==> src/rtl/regular_polygon_vertices_unit_assert.svh <==
// assertion macros for the polygon vertex unit
`ifndef REGULAR_POLYGON_VERTICES_UNIT_ASSERT_SVH
`define REGULAR_POLYGON_VERTICES_UNIT_ASSERT_SVH

// same-cycle implication
`define RPV_ASSERT_IMP(label, pre, post) \
	label: assert property (@(posedge clk) disable iff (!arst_n) (pre) |-> (post)) \
		else $error("rpv assertion failed");

// next-cycle implication
`define RPV_ASSERT_NXT(label, pre, post) \
	label: assert property (@(posedge clk) disable iff (!arst_n) (pre) |=> (post)) \
		else $error("rpv assertion failed");

`endif

==> src/rtl/rpv_pkg.sv <==
// package: constants, types and the arctangent table of the polygon vertex unit
package rpv_pkg;

	localparam int MAX_SIDES_DEF = 10;
	localparam int ANGLE_BITS_DEF = 16;
	localparam int CORDIC_ITERS = 16;
	localparam int FRAC_BITS = 16;
	localparam logic [31:0] GAIN_INV = 32'd39797;

	typedef enum logic [3:0] {
		S_IDLE,
		S_ATAN,
		S_ANG,
		S_DIV,
		S_ADV,
		S_ROT,
		S_MUL,
		S_PLC,
		S_OUT
	} rpv_state_t;

	typedef struct packed {
		logic       load;
		logic       atan_step;
		logic       ang_take;
		logic       div_step;
		logic       rot_load;
		logic       rot_step;
		logic       mul;
		logic       out_take;
		logic [3:0] iter;
	} rpv_cmd_t;

	typedef struct packed {
		logic sides_zero;
		logic last;
	} rpv_sts_t;

	function automatic logic [31:0] atan_turn(input logic [3:0] i);
		logic [31:0] r;
		unique case (i)
			4'd0:    r = 32'd536870912;
			4'd1:    r = 32'd316933406;
			4'd2:    r = 32'd167458907;
			4'd3:    r = 32'd85004756;
			4'd4:    r = 32'd42667331;
			4'd5:    r = 32'd21354465;
			4'd6:    r = 32'd10679838;
			4'd7:    r = 32'd5340245;
			4'd8:    r = 32'd2670163;
			4'd9:    r = 32'd1335087;
			4'd10:   r = 32'd667544;
			4'd11:   r = 32'd333772;
			4'd12:   r = 32'd166886;
			4'd13:   r = 32'd83443;
			4'd14:   r = 32'd41722;
			default: r = 32'd20861;
		endcase
		return r;
	endfunction

endpackage

==> src/rtl/rpv_ctrl.sv <==
// controller state machine of the polygon vertex unit
module rpv_ctrl import rpv_pkg::*; #(
	parameter int ANGLE_BITS = ANGLE_BITS_DEF
) (
	input  logic     clk,
	input  logic     arst_n,
	input  logic     in_valid,
	output logic     in_ready,
	output logic     out_valid,
	input  logic     out_ready,
	input  rpv_sts_t sts,
	output rpv_cmd_t cmd
);

	localparam int IW = $clog2(ANGLE_BITS + 1);
	localparam logic [IW-1:0] CORDIC_LAST = IW'(CORDIC_ITERS - 1);
	localparam logic [IW-1:0] DIV_LAST = IW'(ANGLE_BITS);

	rpv_state_t state_q, state_d;
	logic [IW-1:0] cnt_q;
	logic cnt_clr;

	always_ff @(posedge clk or negedge arst_n) begin
		if (!arst_n) begin
			state_q <= S_IDLE;
			cnt_q <= '0;
		end else begin
			state_q <= state_d;
			if (cnt_clr) cnt_q <= '0;
			else cnt_q <= cnt_q + IW'(1);
		end
	end

	always_comb begin
		state_d = state_q;
		unique case (state_q)
			S_IDLE: if (in_valid) state_d = S_ATAN;
			S_ATAN: if (cnt_q == CORDIC_LAST) state_d = S_ANG;
			S_ANG:  state_d = sts.sides_zero ? S_IDLE : S_DIV;
			S_DIV:  if (cnt_q == DIV_LAST) state_d = S_ADV;
			S_ADV:  state_d = S_ROT;
			S_ROT:  if (cnt_q == CORDIC_LAST) state_d = S_MUL;
			S_MUL:  state_d = S_PLC;
			S_PLC:  state_d = S_OUT;
			S_OUT:  if (out_ready) state_d = sts.last ? S_IDLE : S_ADV;
			default: state_d = S_IDLE;
		endcase
	end

	always_comb begin
		cmd = '0;
		cmd.iter = cnt_q[3:0];
		cnt_clr = 1'b1;
		in_ready = 1'b0;
		out_valid = 1'b0;
		unique case (state_q)
			S_IDLE: begin
				in_ready = 1'b1;
				cmd.load = in_valid;
			end
			S_ATAN: begin
				cmd.atan_step = 1'b1;
				cnt_clr = (cnt_q == CORDIC_LAST);
			end
			S_ANG: cmd.ang_take = 1'b1;
			S_DIV: begin
				cmd.div_step = 1'b1;
				cnt_clr = (cnt_q == DIV_LAST);
			end
			S_ADV: cmd.rot_load = 1'b1;
			S_ROT: begin
				cmd.rot_step = 1'b1;
				cnt_clr = (cnt_q == CORDIC_LAST);
			end
			S_MUL: cmd.mul = 1'b1;
			S_OUT: begin
				out_valid = 1'b1;
				cmd.out_take = out_ready;
			end
			default: cmd = '0;
		endcase
	end

endmodule

==> src/rtl/rpv_dp.sv <==
// datapath of the polygon vertex unit: divider, shared cordic, placement
module rpv_dp import rpv_pkg::*; #(
	parameter int MAX_SIDES = MAX_SIDES_DEF,
	parameter int ANGLE_BITS = ANGLE_BITS_DEF
) (
	input  logic                clk,
	input  logic                arst_n,
	input  logic [9:0]          center_x,
	input  logic [9:0]          center_y,
	input  logic [3:0]          sides,
	input  logic [5:0]          radius,
	input  rpv_cmd_t            cmd,
	output rpv_sts_t            sts,
	output logic [3:0]          vertex_index,
	output logic signed [10:0]  vertex_x,
	output logic signed [10:0]  vertex_y,
	output logic                last
);

	localparam int SH = 32 - ANGLE_BITS;

	function automatic logic signed [10:0] place(input logic [9:0] c,
			input logic signed [38:0] p);
		logic signed [39:0] v;
		logic [39:0] mag;
		logic [39:0] rm;
		logic neg;
		logic signed [10:0] r;
		v = $signed({14'd0, c, 16'd0}) + 40'(p);
		neg = v[39];
		mag = neg ? 40'(-v) : 40'(v);
		rm = (mag + 40'(1 << (FRAC_BITS - 1))) >> FRAC_BITS;
		if (!neg && rm > 40'd1023) r = 11'sd1023;
		else if (neg && rm > 40'd1024) r = -11'sd1024;
		else if (neg) r = 11'(-$signed(rm[11:0]));
		else r = 11'(rm);
		return r;
	endfunction

	logic [9:0] cx_q, cy_q;
	logic [3:0] sides_q, count_q, vidx_q;
	logic [5:0] rad_q;
	logic origin_q;
	logic [ANGLE_BITS-1:0] acc_q;
	logic [ANGLE_BITS:0] quo_q;
	logic [3:0] rem_q;
	logic signed [31:0] x_q, y_q;
	logic signed [33:0] z_q;
	logic vec_q;
	logic [1:0] quad_q;
	logic signed [38:0] px_q, py_q;
	logic [10:0] ox_q, oy_q;
	logic last_q;

	logic signed [31:0] dx, dy, tx, ty;
	logic signed [33:0] da;
	logic plus;
	logic [4:0] trial;
	logic fits;
	logic [ANGLE_BITS-1:0] nacc;
	logic [31:0] a32;
	logic [32:0] zr;
	logic [3:0] cnt_in;

	assign dx = y_q >>> cmd.iter;
	assign dy = x_q >>> cmd.iter;
	assign da = $signed({2'b00, atan_turn(cmd.iter)});
	assign plus = vec_q ? !(y_q > 32'sd0) : !z_q[33];
	assign trial = {rem_q, quo_q[ANGLE_BITS]};
	assign fits = trial >= {1'b0, sides_q};
	assign nacc = acc_q + quo_q[ANGLE_BITS-1:0];
	assign a32 = 32'(nacc) << SH;
	assign zr = {1'b0, z_q[31:0]} + 33'(64'd1 << (SH - 1));
	assign cnt_in = (int'(sides) > MAX_SIDES) ? 4'(MAX_SIDES) : sides;

	always_comb begin
		case (quad_q)
			2'd0: begin tx = x_q; ty = y_q; end
			2'd1: begin tx = -y_q; ty = x_q; end
			2'd2: begin tx = -x_q; ty = -y_q; end
			default: begin tx = y_q; ty = -x_q; end
		endcase
	end

	always_ff @(posedge clk or negedge arst_n) begin
		if (!arst_n) begin
			vidx_q <= '0;
			count_q <= '0;
			sides_q <= '0;
			vec_q <= 1'b0;
		end else begin
			if (cmd.load) begin
				vidx_q <= '0;
				count_q <= cnt_in;
				sides_q <= sides;
				vec_q <= 1'b1;
			end else if (cmd.rot_load) begin
				vec_q <= 1'b0;
			end
			if (cmd.out_take) vidx_q <= vidx_q + 4'd1;
		end
	end

	always_ff @(posedge clk) begin
		if (cmd.load) begin
			cx_q <= center_x;
			cy_q <= center_y;
			rad_q <= radius;
			origin_q <= (center_x == 10'd0) && (center_y == 10'd0);
			x_q <= $signed({6'd0, center_x, 16'd0});
			y_q <= $signed({6'd0, center_y, 16'd0});
			z_q <= '0;
			quo_q <= (ANGLE_BITS+1)'(1 << ANGLE_BITS) + (ANGLE_BITS+1)'(sides >> 1);
			rem_q <= '0;
		end
		if (cmd.atan_step || cmd.rot_step) begin
			if (plus) begin
				x_q <= x_q - dx;
				y_q <= y_q + dy;
				z_q <= z_q - da;
			end else begin
				x_q <= x_q + dx;
				y_q <= y_q - dy;
				z_q <= z_q + da;
			end
		end
		if (cmd.ang_take) acc_q <= origin_q ? '0 : zr[31:SH];
		if (cmd.div_step) begin
			rem_q <= fits ? 4'(trial - {1'b0, sides_q}) : trial[3:0];
			quo_q <= {quo_q[ANGLE_BITS-1:0], fits};
		end
		if (cmd.rot_load) begin
			acc_q <= nacc;
			quad_q <= a32[31:30];
			x_q <= $signed(GAIN_INV);
			y_q <= '0;
			z_q <= $signed({4'd0, a32[29:0]});
		end
		if (cmd.mul) begin
			px_q <= 39'(tx) * 39'($signed({1'b0, rad_q}));
			py_q <= 39'(ty) * 39'($signed({1'b0, rad_q}));
			last_q <= (vidx_q + 4'd1) == count_q;
		end
	end

	always_ff @(posedge clk) begin
		ox_q <= place(cx_q, px_q);
		oy_q <= place(cy_q, py_q);
	end

	assign sts.sides_zero = (sides_q == 4'd0);
	assign sts.last = last_q;
	assign vertex_index = vidx_q;
	assign vertex_x = $signed(ox_q);
	assign vertex_y = $signed(oy_q);
	assign last = last_q;

endmodule

==> src/rtl/regular_polygon_vertices_unit.sv <==
// the start angle comes from a vectoring pass of the cordic, then a bit-serial divide gives the step angle,
// then each vertex takes an advance, 16 cordic rotations, a multiply, a round and an output step
// a new item is taken only when idle
// throughput is set by the single shared cordic iterating one step a cycle
// arst_n clears the controller to idle and the vertex counters
module regular_polygon_vertices_unit import rpv_pkg::*; #(
	parameter int MAX_SIDES = MAX_SIDES_DEF,
	parameter int ANGLE_BITS = ANGLE_BITS_DEF
) (
	input  logic               clk,
	input  logic               arst_n,
	input  logic               in_valid,
	output logic               in_ready,
	input  logic [9:0]         center_x,
	input  logic [9:0]         center_y,
	input  logic [3:0]         sides,
	input  logic [5:0]         radius,
	output logic               out_valid,
	input  logic               out_ready,
	output logic [3:0]         vertex_index,
	output logic signed [10:0] vertex_x,
	output logic signed [10:0] vertex_y,
	output logic               last
);

	`include "regular_polygon_vertices_unit_assert.svh"

	rpv_cmd_t cmd;
	rpv_sts_t sts;

	rpv_ctrl #(
		.ANGLE_BITS(ANGLE_BITS)
	) u_ctrl (
		.clk(clk),
		.arst_n(arst_n),
		.in_valid(in_valid),
		.in_ready(in_ready),
		.out_valid(out_valid),
		.out_ready(out_ready),
		.sts(sts),
		.cmd(cmd)
	);

	rpv_dp #(
		.MAX_SIDES(MAX_SIDES),
		.ANGLE_BITS(ANGLE_BITS)
	) u_dp (
		.clk(clk),
		.arst_n(arst_n),
		.center_x(center_x),
		.center_y(center_y),
		.sides(sides),
		.radius(radius),
		.cmd(cmd),
		.sts(sts),
		.vertex_index(vertex_index),
		.vertex_x(vertex_x),
		.vertex_y(vertex_y),
		.last(last)
	);

	`RPV_ASSERT_IMP(a_no_overlap, out_valid, !in_ready)
	`RPV_ASSERT_NXT(a_last_to_idle, out_valid && out_ready && last, in_ready)
	`RPV_ASSERT_NXT(a_take_busy, in_valid && in_ready, !in_ready && !out_valid)

endmodule

==> config.mk <==
export PLATFORM = sky130hd
export DESIGN_NAME = regular_polygon_vertices_unit
export DESIGN_NICKNAME = d
export VERILOG_FILES = /design/src/rtl/rpv_pkg.sv /design/src/rtl/rpv_ctrl.sv /design/src/rtl/rpv_dp.sv /design/src/rtl/regular_polygon_vertices_unit.sv
export VERILOG_INCLUDE_DIRS = /design/src /design/src/rtl
export SDC_FILE = /design/constraint.sdc
export NUM_CORES = 2
export LEC_CHECK = 0
export BUFFER_PORTS_ARGS = -buffer_cell sky130_fd_sc_hd__buf_2
export CAP_MARGIN = 20
export CORE_ASPECT_RATIO = 0.75
export CORE_MARGIN = 2
export CORE_UTILIZATION = 35
export CTS_CLUSTER_SIZE = 25
export DETAILED_ROUTE_END_ITERATION = 8
export PLACE_DENSITY = 0.49
export SLEW_MARGIN = 10
export SYNTH_ARGS = -nofsm -noshare
export SYNTH_HDL_FRONTEND = slang
export SYNTH_SLANG_ARGS = --single-unit
export TNS_END_PERCENT = 1
==> constraint.sdc <==
create_clock -name clk -period 10 [get_ports clk]
set_input_delay 1 -clock clk [delete_from_list [all_inputs] [get_ports clk]]
set_output_delay 1 -clock clk [all_outputs]
set_load 0.05 [all_outputs]
After elaboration in Yosys (flattened, before gate mapping)

Memories as Yosys holds them, arrays and structs flattened.
Cells that the tools add are included.

Register bits after elaboration: 287
Bits in read-only memories: 480
Input port bits: 34
Output and inout bits: 29
Memories: 1

Memories:

| name            | words | width | read ports | clocked after memory_dff | write ports | RTL line      | RTL |
|---|---|---|---|---|---|---|---|
| (no name shown) | 16    | 30    | 1          | 0                        | 0           | rpv_pkg.sv:41 | `unique case (i)` |

$add $sub $neg: 22
Multiply operators: 2
Order comparisons: 7
Eq/ne operators: 18
Shift operators: 2
Muxes and demuxes: 52
Reduce and logical (&&, ||, !) cells: 24

Operators by type and width:

| cell                   | count |
|---|---|
| $mux 32                | 6 |
| $pmux 32 s3            | 2 |
| $mux 34                | 3 |
| $add 27x39->40         | 2 |
| $add 40x16->40 const B | 2 |
| $mux 40                | 2 |
| $neg 40->40            | 2 |
| $mul 32x7->39          | 2 |
| $add 32x32->32         | 2 |
| $neg 32->32            | 2 |
| $sshr 32x4->32         | 2 |
| $sub 32x32->32         | 2 |
| $gt 24x10->1 const B   | 2 |
| $gt 24x11->1 const B   | 2 |
| $mux 16                | 3 |
| $mux 11                | 4 |
| $mux 4                 | 11 |
| $pmux 4 s9             | 1 |
| $add 34x33->34         | 1 |
| $mux 17                | 2 |
| $sub 34x33->34         | 1 |
| $add 32x16->32 const B | 1 |
| $gt 32x1->1 const B    | 1 |
| $mux 30                | 1 |
| other kinds (35)       | 68 |

Longest topological paths before layout

An unclocked memory read counts as a cell.

Depth after elaboration: 8
Gate-level depth with buffers: 32
Depth with buffers taken out: 31

Hierarchy

Synthesis repeated with hierarchy kept, for this count alone.

Cells, all modules: 4860
Area total of the unflattened synthesis: 40850.4 um2

By module, submodules not included:

| module   | instances | cells each | area each (um2) |
|---|---|---|---|
| rpv_dp   | 1         | 4786       | 40226.1 |
| rpv_ctrl | 1         | 74         | 624.3 |

Worst setup path before layout

OpenSTA, ideal clock, no wires.

Path type: register to register
Start: register u_dp.y_q[1]
End: register u_dp.py_q[37], data pin
Arrival: 7.578 ns
Data required time: 9.742 ns
Path slack: 2.165 ns
Stages on the path, launching flop included: 31
Path through: dfxtp_1 > inv_1 > ha_1 > or3b_2 > or3_1 > nor3_1 > nand2_1 > or4_1 > or2_2 > o21ai_0 > xor2_1 > o21ai_0 > and2_1 > fa_1 > fa_1 > fa_1 > inv_1 > fa_1 > inv_1 > ha_1 > a21o_1 > a21o_1 > a21oi_1 > o21ai_0 > and2_1 > and2_1 > o31ai_1 > nor2_1 > or3_1 > a21oi_1 > xnor2_1

Cells in the longest elaborated chain, start to end: 3

RTL lines:

| what                   | RTL line      | RTL |
|---|---|---|
| start, declared        | rpv_dp.sv:47  | `logic signed [31:0] x_q, y_q;` |
| start signal, assigned | rpv_dp.sv:111 | `y_q <= $signed({6'd0, center_y, 16'd0});` |
| start signal, assigned | rpv_dp.sv:119 | `y_q <= y_q + dy;` |
| start signal, assigned | rpv_dp.sv:123 | `y_q <= y_q - dy;` |
| $neg 32->32            | rpv_dp.sv:80  | `2'd2: begin tx = -x_q; ty = -y_q; end` |
| $pmux 32 s3 *          | rpv_dp.sv:77  | `case (quad_q)` |
| $mul 32x7->39 *        | rpv_dp.sv:141 | `py_q <= 39'(ty) * 39'($signed({1'b0, rad_q}));` |
| end signal, assigned   | rpv_dp.sv:141 |  |
| end, declared          | rpv_dp.sv:51  | `logic signed [38:0] px_q, py_q;` |

Mark *: on every way between the ends. The rest lies on a longest branch, timed or not.
A chain may end at the register's enable or synchronous reset.

Final worst setup path

Start: register u_dp.y_q[1]
End: register u_dp.px_q[37], data pin

Cells in the longest elaborated chain, start to end: 3

RTL lines:

| what                 | RTL line      | RTL |
|---|---|---|
| $neg 32->32          | rpv_dp.sv:79  | `2'd1: begin tx = -y_q; ty = x_q; end` |
| $pmux 32 s3 *        | rpv_dp.sv:77  |  |
| $mul 32x7->39 *      | rpv_dp.sv:140 | `px_q <= 39'(tx) * 39'($signed({1'b0, rad_q}));` |
| end signal, assigned | rpv_dp.sv:140 |  |
| end, declared        | rpv_dp.sv:51  |  |

Marks and branches as above.

==> summary.txt <==
Finish
  – Layout cells sized above 1: 0.0596
  – Synth-to-layout area growth: 8.09%
  – Fillers: 11891
  – Final layout net count: 5496
  – Commonest non-fill, non-tap cell in the layout: nand2_1
  – Most frequent cells in the layout: nand2_1 (464), inv_1 (408), and2_1 (343)

Yosys
  – Number of synthesized register bits: 287
  – Top cells by area, synth: fa_1 (13%), edfxtp_1 (12%), ha_1 (9.6%), xnor2_1 (6.0%), and2_1 (5.2%)
  – Syn Inst Count: 4946
  – Synth cell types: 97
  – Syn_nets: 5562
  – Top-area cell type share of the netlist area: 0.132
  – Predominant post-synthesis flop cell: edfxtp_1
  – Syn Area/Cell: 8.27 um2
  – Syn Std Cell Area: 40900 um2
  – Post-synth EDFFs: 159
  – Post-synth ARST share: 0.0767
  – Warnings, synthesis: 0
  – Area leader, netlist: fa_1
  – Sequential area share after synthesis: 0.182

Worst setup path
  – Arrival @ worst endpoint: 9240 ps
  – Worst r2r path cells: 31
  – RR Endpoint: u_dp.px_q[37]
  – Crit end category: flop
  – Critical Path RT: 10380 ps
  – Reg2reg setup slack: 1150 ps
  – Slowest-stage cell, CP: fa_1
  – R2R Path Start: u_dp.y_q[1]
  – Crit Path Class: flop to flop
  – Largest stage delay on the critical path: 540 ps
  – CP Launch Type: flop
  – CP Max Fanout: 6
  – Most used cell, CP: fa_1

Drt
  – Starting DRC count in detailed routing: 2847
  – DRC viols: 0
  – DRT Wirelength: 126000 um
  – DR vias: 35257
  – Wire per inst: 19.6 um
  – Post-route ant nets: 0
  – DR pass1 iterations: 6
  – Via density: 5.46

Die
  – Chip width: 399 um
  – Die area: 120000 um2
  – Chip Height: 300 um
  – Row count: 108
  – Core area: 116000 um2
  – IO Count: 63
  – Initial Util: 0.353

CTS
  – Clock slew at reported path FFs: 60 ps
  – TritonCTS clock tree: built
  – Post-CTS Hold Fix Bufs: 0
  – Post_cts resized: 0
  – Clk_lat worst skew: 650 ps
  – H-tree Lvls: 2
  – CTS Sinks: 287
  – Post-CTS Setup Bufs: 0
  – Clock Path Buffers: 3
  – CTS root buf: clkbuf_16
  – Cts bufs inserted: 42

Global route
  – Total gr overflow: 0
  – Initial antenna violation count: 3
  – Gr usage total: 0.209
  – First-pass GRT wire length: 198000 um
  – Largest net degree at the start of global routing: 90
  – Number of global-route vias before repair: 33393

STA
  – Max-slew violation count: 0
  – Slew margin rel.: 0.294
  – Setup violations, final: 0
  – RSZ-0062 raised after global routing: false
  – Setup_tns: 0 ps
  – Least-Margin Pin Slew: 1060 ps
  – Peak Freq: 113 MHz
  – Final Cycle Share: 0.885
  – Min Tclk post-route: 8850 ps
  – Clock skew: 55.0 ps
  – Final Hold Vio Count: 0

Outcome
  – Status: complete, no violations

Place
  – HPWL after DPL: 98200 um
  – Placer Congestion: 0.914
  – IO buf count: 62

Flow run
  – Max Cap Viol: 0

Worst hold path
  – Hold WC Path Type: primary input to async pin
## cells in the mapped netlist, types with 46 or more instances
cell type  number
clkbuf_1      184
nor4_1         46
dfxtp_1       106
o21ai_0       286
or3_1          47
fa_1          269
nand3_1       100
edfxtp_1      159
and2_1        343
nor2_1        268
xnor2_1       281
mux2i_1       142
nand2b_1       54
xor2_1        171
a31oi_1        55
a21o_1         68
nor3_1         99
and3_1         48
inv_1         409
nand2_1       464
nor2b_1        50
a21oi_1       298
ha_1          313
## worst max-delay path by stage
stage	start	endpoint	slack (ps)	depth (start not counted)
after floorplan	u_dp.y_q[1]	u_dp.py_q[37]	2160	30
after detailed placement	u_dp.y_q[1]	u_dp.px_q[37]	1070	31
after global placement	u_dp.y_q[1]	u_dp.px_q[37]	1180	31
after CTS	u_dp.y_q[1]	u_dp.px_q[37]	1050	31
after global routing	u_dp.y_q[1]	u_dp.px_q[37]	220	31
final	u_dp.y_q[1]	u_dp.px_q[37]	1150	31
## registers in the layout (all words and copies together), names as in the netlist, 11 cells and up
register,flops
u_dp.acc_q,16
u_dp.px_q,39
u_dp.py_q,39
u_dp.quo_q,17
u_dp.vertex_x,11
u_dp.vertex_y,11
u_dp.x_q,32
u_dp.y_q,32
u_dp.z_q,34
## through the flow
| stage | hold WS (ps) | utilization | cell area (um2) | setup slack [ps] | cells |
|---|---|---|---|---|---|
| 2_1_floorplan | 432 | - | 40900 | 2160 | 4946 |
| 3_3_place_gp | 443 | 0.370 | 42800 | 1180 | 6374 |
| 3_5_place_dp | 455 | 0.370 | 42800 | 1070 | 6375 |
| 4_1_cts | 310 | 0.382 | 44200 | 1050 | 6453 |
| 5_1_grt | 360 | 0.382 | 44200 | 224 | 6454 |
| 6_report | 342 | 0.382 | 44200 | 1150 | 6456 |
## layer usage
metal	wire (um)	vias up	global-route usage
met5	12	-	0
met4	2520	2	0.0456
met3	9380	109	0.0415
met2	48300	968	0.280
met1	66000	17020	0.336
li1	-	17158	-
## final cells by class
type	instances	area (um2)	share of cell area
Multi-Input combinational cell	3998	31000	0.701
Sequential cell	287	7450	0.168
Tap cell	1540	1930	0.0436
Inverter	413	1550	0.0351
Clock buffer	51	1100	0.0250
Timing Repair Buffer	138	916	0.0207
Clock inverter	27	283	0.00639
Antenna cell	2	5.00	0.000113
## cell families (layout without fill, tap and decap cells)
group / Yosys count / count (layout) / synth area share
other: 0 / 2 / 0
AO/OA/AOI/OAI: 1130 / 1130 / 0.176
AND/OR/NAND/NOR: 1654 / 1654 / 0.207
flip-flops: 287 / 287 / 0.182
XOR/XNOR: 453 / 453 / 0.0973
buffers and inverters: 661 / 629 / 0.0621
adder cells (fa/ha/maj): 582 / 582 / 0.227
multiplexers: 179 / 179 / 0.0482
## worst max-delay path, delay by kind of cell (launching register included)
kind / cells / cell delay, ps
flops: 1 / 360
compound gates: 11 / 2950
simple gates: 9 / 2280
fa+ha+maj: 6 / 2540
buf+inv: 3 / 260
xor+xnor: 2 / 220
Power is not shown: default switching activity piles up to over one toggle a cycle in this logic, so the estimate is an artifact.
